**config.mk**
```make
export PLATFORM = sky130hd
export DESIGN_NAME = pic_mul
export DESIGN_NICKNAME = d
export VERILOG_FILES = /design/src/hdl/point_in_cylinder_classifier_assert.svh /design/src/hdl/pic_mul.sv
export SDC_FILE = /design/constraint.sdc
export NUM_CORES = 2
export LEC_CHECK = 0
export BUFFER_PORTS_ARGS = -buffer_cell sky130_fd_sc_hd__buf_2
export CAP_MARGIN = 15
export CORE_MARGIN = 2
export CORE_UTILIZATION = 53
export CTS_BUF_LIST = sky130_fd_sc_hd__clkbuf_8
export DETAILED_ROUTE_END_ITERATION = 16
export PLACE_DENSITY = 0.83
export SLEW_MARGIN = 20
export SYNTH_ARGS = -nofsm -noshare
export SYNTH_HDL_FRONTEND = slang
export SYNTH_SLANG_ARGS = --single-unit
export TNS_END_PERCENT = 30
```
**constraint.sdc**
```tcl
create_clock -name clk -period 7.02 [get_ports clk]
set_input_delay 0.702 -clock clk [delete_from_list [all_inputs] [get_ports clk]]
set_output_delay 0.702 -clock clk [all_outputs]
set_load 0.02 [all_outputs]
```
**src/hdl/point_in_cylinder_classifier_assert.svh**
```systemverilog
// Assertion macros shared by the classifier RTL.
// Each macro samples on the rising edge of clk and is off while rst_n is low.
`ifndef POINT_IN_CYLINDER_CLASSIFIER_ASSERT_SVH
`define POINT_IN_CYLINDER_CLASSIFIER_ASSERT_SVH

// Same-cycle implication
`define PIC_ASSERT_IMPL(label, ante, cons, msg) \
  label: assert property (@(posedge clk) disable iff (!rst_n) (ante) |-> (cons)) \
    else $error(msg);

// Next-cycle implication
`define PIC_ASSERT_NEXT(label, ante, cons, msg) \
  label: assert property (@(posedge clk) disable iff (!rst_n) (ante) |=> (cons)) \
    else $error(msg);

`endif

```
**src/hdl/pic_mul.sv**
```systemverilog
// Two-stage unsigned multiplier: four half-width partial products, then their sum.
module pic_mul #(
  parameter int AW = 34,
  parameter int BW = 34
) (
  input  logic             clk,
  input  logic             en_a,
  input  logic             en_b,
  input  logic [AW-1:0]    a,
  input  logic [BW-1:0]    b,
  output logic [AW+BW-1:0] p
);

  localparam int AL = AW / 2;
  localparam int AH = AW - AL;
  localparam int BL = BW / 2;
  localparam int BH = BW - BL;
  localparam int PW = AW + BW;

  logic [AL+BL-1:0] ll_r;
  logic [AL+BH-1:0] lh_r;
  logic [AH+BL-1:0] hl_r;
  logic [AH+BH-1:0] hh_r;
  logic [PW-1:0]    p_r;
  logic [PW-1:0]    p_nxt;

  // Partial products
  always_ff @(posedge clk) begin
    if (en_a) begin
      ll_r <= {{BL{1'b0}}, a[AL-1:0]}  * {{AL{1'b0}}, b[BL-1:0]};
      lh_r <= {{BH{1'b0}}, a[AL-1:0]}  * {{AL{1'b0}}, b[BW-1:BL]};
      hl_r <= {{BL{1'b0}}, a[AW-1:AL]} * {{AH{1'b0}}, b[BL-1:0]};
      hh_r <= {{BH{1'b0}}, a[AW-1:AL]} * {{AH{1'b0}}, b[BW-1:BL]};
    end
  end

  // Recombine: low a times high b sits at the b split, high a times low b at the a split
  always_comb begin
    p_nxt = (PW'(hh_r) << (AL + BL)) + (PW'(lh_r) << BL) + (PW'(hl_r) << AL) + PW'(ll_r);
  end

  always_ff @(posedge clk) begin
    if (en_b) begin
      p_r <= p_nxt;
    end
  end

  assign p = p_r;

endmodule

```
==> qor.yml <==
sta:
  drv_slew: 0
  setup_ws_ps: 437.2
  hold_viol_final: 0
  min_period_ps: 6583
  fmax_mhz: 151.9
  worst_pin_slew_ps: 875.1
  relSlewSlack_pct: 41.66
  finalSetupViolations: 0
  fin_worst_skew_ps: 39.74
  final.period_utilization_pct: 93.77
  holdWs_ps: 391.1
  rsz0062_at_grt: "false"
synth:
  synthArstFlopShare_pct: 0
  ys_ff_latch: 204
  avgSynthCellArea_um2: 9.464
  synthCells: 4927
  synth_flop_cell: "edfxtp_1"
  synth_edf_count: 204
  synthDistinctLibCells: 66
  syn-cell-area_um2: 46630
  synth.yosys.seq_area_share_pct: 13.14
  synth_nets: 6395
  yosysWarnings: 0
global_routing:
  grt_pass1_vias: 37350
  overflow: 0
  antenna_found_initial: 6
  grt_start_max_net_pins: 78
  grt_first_pass_wirelength_mm: 197.9
  track_usage_pct: 27.99
placed_design:
  dp.cells: 6232
  routabilityCongestion: 0.9512
  place_ws_ps: -169.2
  dp_hpwl_mm: 99.42
  port_buffers: 138
critical_path:
  crit_chain: "buf_2 > buf_4 > nand2_1 > fa_1 > fa_1 > inv_1 > ha_1 > ha_1 > fa_1 > inv_1 > fa_1 > inv_1 > ha_1 > a211oi_1 > o211ai_1 > a21boi_1 > nor3_1 > o31a_1 > o21ai_1 > nand2b_1 > a2111oi_0 > nor3_1 > xnor2_1"
  crit_type: "in2reg"
  critPathSlowestCell: "fa_1"
  critical_path.most_common_cell: "fa_1"
  worstSetupStartpointType: "input pin"
  crit_required_ps: 7390
  path_max_fanout: 20
  crit_path_end_kind: "register"
  crit_path_max_incr_delay_ps: 570
  arrival_ps: 6950
cells_and_area:
  drive_gt1_share_pct: 8.452
  nFillCells: 7156
  utilization_pct: 58.15
  final_common_cell: "inv_1"
  regArea_um2: 6126
  multi_input_area_um2: 35480
  areaGrowthSynthToFinish_pct: 8.527
  nets: 6586
  final_cell_mix: "inv_1, fa_1, nand2_1"
  instances_no_fill: 6307
routing:
  first_pass_iters: 6
  ant_nets: 0
  via_count: 34490
  route.detailed.drc: 0
  wire_per_inst_um: 19.20
  vias_per_cell: 5.468
  drt_iter0_drc: 2685
  wl_mm: 121.1
hold_path:
  hold_class: "reg2reg"
clock_tree:
  clkLatencyLatePin_ps: 640
  root_buffer: "clkbuf_8"
  cts_setup_buffers: 0
  cts.path.max_buffers: 3
  cts_tree: "done"
  cts_sinks: 204
  cts_hold_buffers: 0
  clk_pin_slew_ps: 60
  ctsResizeCount: 0
  cts_buffers: 39
  h-tree-depth: 2
die:
  die_h_um: 300.6
  initial_core_util_pct: 53.58
  core_area_um2: 87020
  top_level_ports: 139
  die-area_um2: 90370
  rows: 108
  die_x_um: 300.6
run_status:
  status: "complete, no violations"
flow_run:
  maxCapViolCount: 0
critical path, delay by kind of cell:
family                   cells  cell delay, ps
AO/OA/AOI/OAI                6            1790
AND/OR/NAND/NOR              4             470
buffers and inverters        5             810
adder cells (fa/ha/maj)      7            3000
XOR/XNOR                     1             150
layer usage:
layer	global-route usage (%)	share of wire, %
met4	12.90	5.3
met5	0	0.011
met2	45.90	47
met3	5.166	9.0
met1	36.22	38
registers in the layout (all words and copies together), names as in the netlist:
register / cells
hh_r: 34
hl_r: 34
lh_r: 34
ll_r: 34
p: 68
cell families (layout without fill, tap and decap cells):
group           count (synthesis)  after routing  synth area share, %
simple gates                 1422           1422                14.94
fa+ha+maj                    1397           1397                52.47
buf+inv                      1339           1559                10.78
compound gates                400            400                5.565
flops                         204            204                13.14
xor+xnor                      165            165                3.099
other cells                     0              5                    0
cell usage after synthesis (all sizes together) (3+ instances only):
cell type	instances	area, µm²
and4	5	43.79
nor3	24	120.1
o21ai	71	362.8
and3	17	106.4
ha	466	5831
a31oi	14	102.6
nor3b	3	22.52
a221o	4	40.04
o31ai	5	37.54
nand3	26	130.1
or2	4	25.02
nand2b	16	100.1
a31o	5	43.79
a2111oi	3	26.28
a21o	84	630.6
o2111ai	3	26.28
o211ai	5	37.54
nor2	55	206.5
or3	7	43.79
o21bai	18	135.1
nand2	704	2643
fa	931	18640
xor2	57	499.2
clkbuf	219	822.0
o31a	6	52.55
nand3b	3	22.52
a21oi	128	648.1
o21a	12	90.09
a211oi	15	112.6
a41o	3	30.03
and2	520	3253
a21boi	4	30.03
inv	1118	4197
nor2b	18	120.1
xnor2	108	945.9
nand4	16	100.1
edfxtp	204	6126
per-stage QoR:
step | area (µm²) | setup TNS, ps
after global routing | 50600 | 0
after floorplan | 46630 | 0
after global placement | 49830 | 0
after CTS | 50590 | 0
after detailed placement | 49830 | -506.9
final | 50610 | 0
worst paths after layout:
kind | startpoint | to | slack, ps | cells after the start
min reg2reg | ll_r[14]$_DFFE_PP_ | p[14]$_DFFE_PP_ | 390 | 0
max | b[19] | lh_r[33]$_DFFE_PP_ | 440 | 23
max reg2reg | hl_r[1]$_DFFE_PP_ | p[64]$_DFFE_PP_ | 2510 | 14
min | ll_r[14]$_DFFE_PP_ | p[14]$_DFFE_PP_ | 390 | 0
final cells by class:
cell class              instances  share of cell area [%]
clock buffers                  40                   1.088
repair buffers                371                   5.110
flip-flops and latches        204                   12.10
diodes                          5                 0.02472
inverters                    1118                   8.292
clock inverters                30                  0.4228
multi-input cells            3384                   70.10
well taps                    1155                   2.856
Power is left out: the tool's default activity adds up to more than one toggle a clock period on the data nets, which glitch-free logic cannot reach.
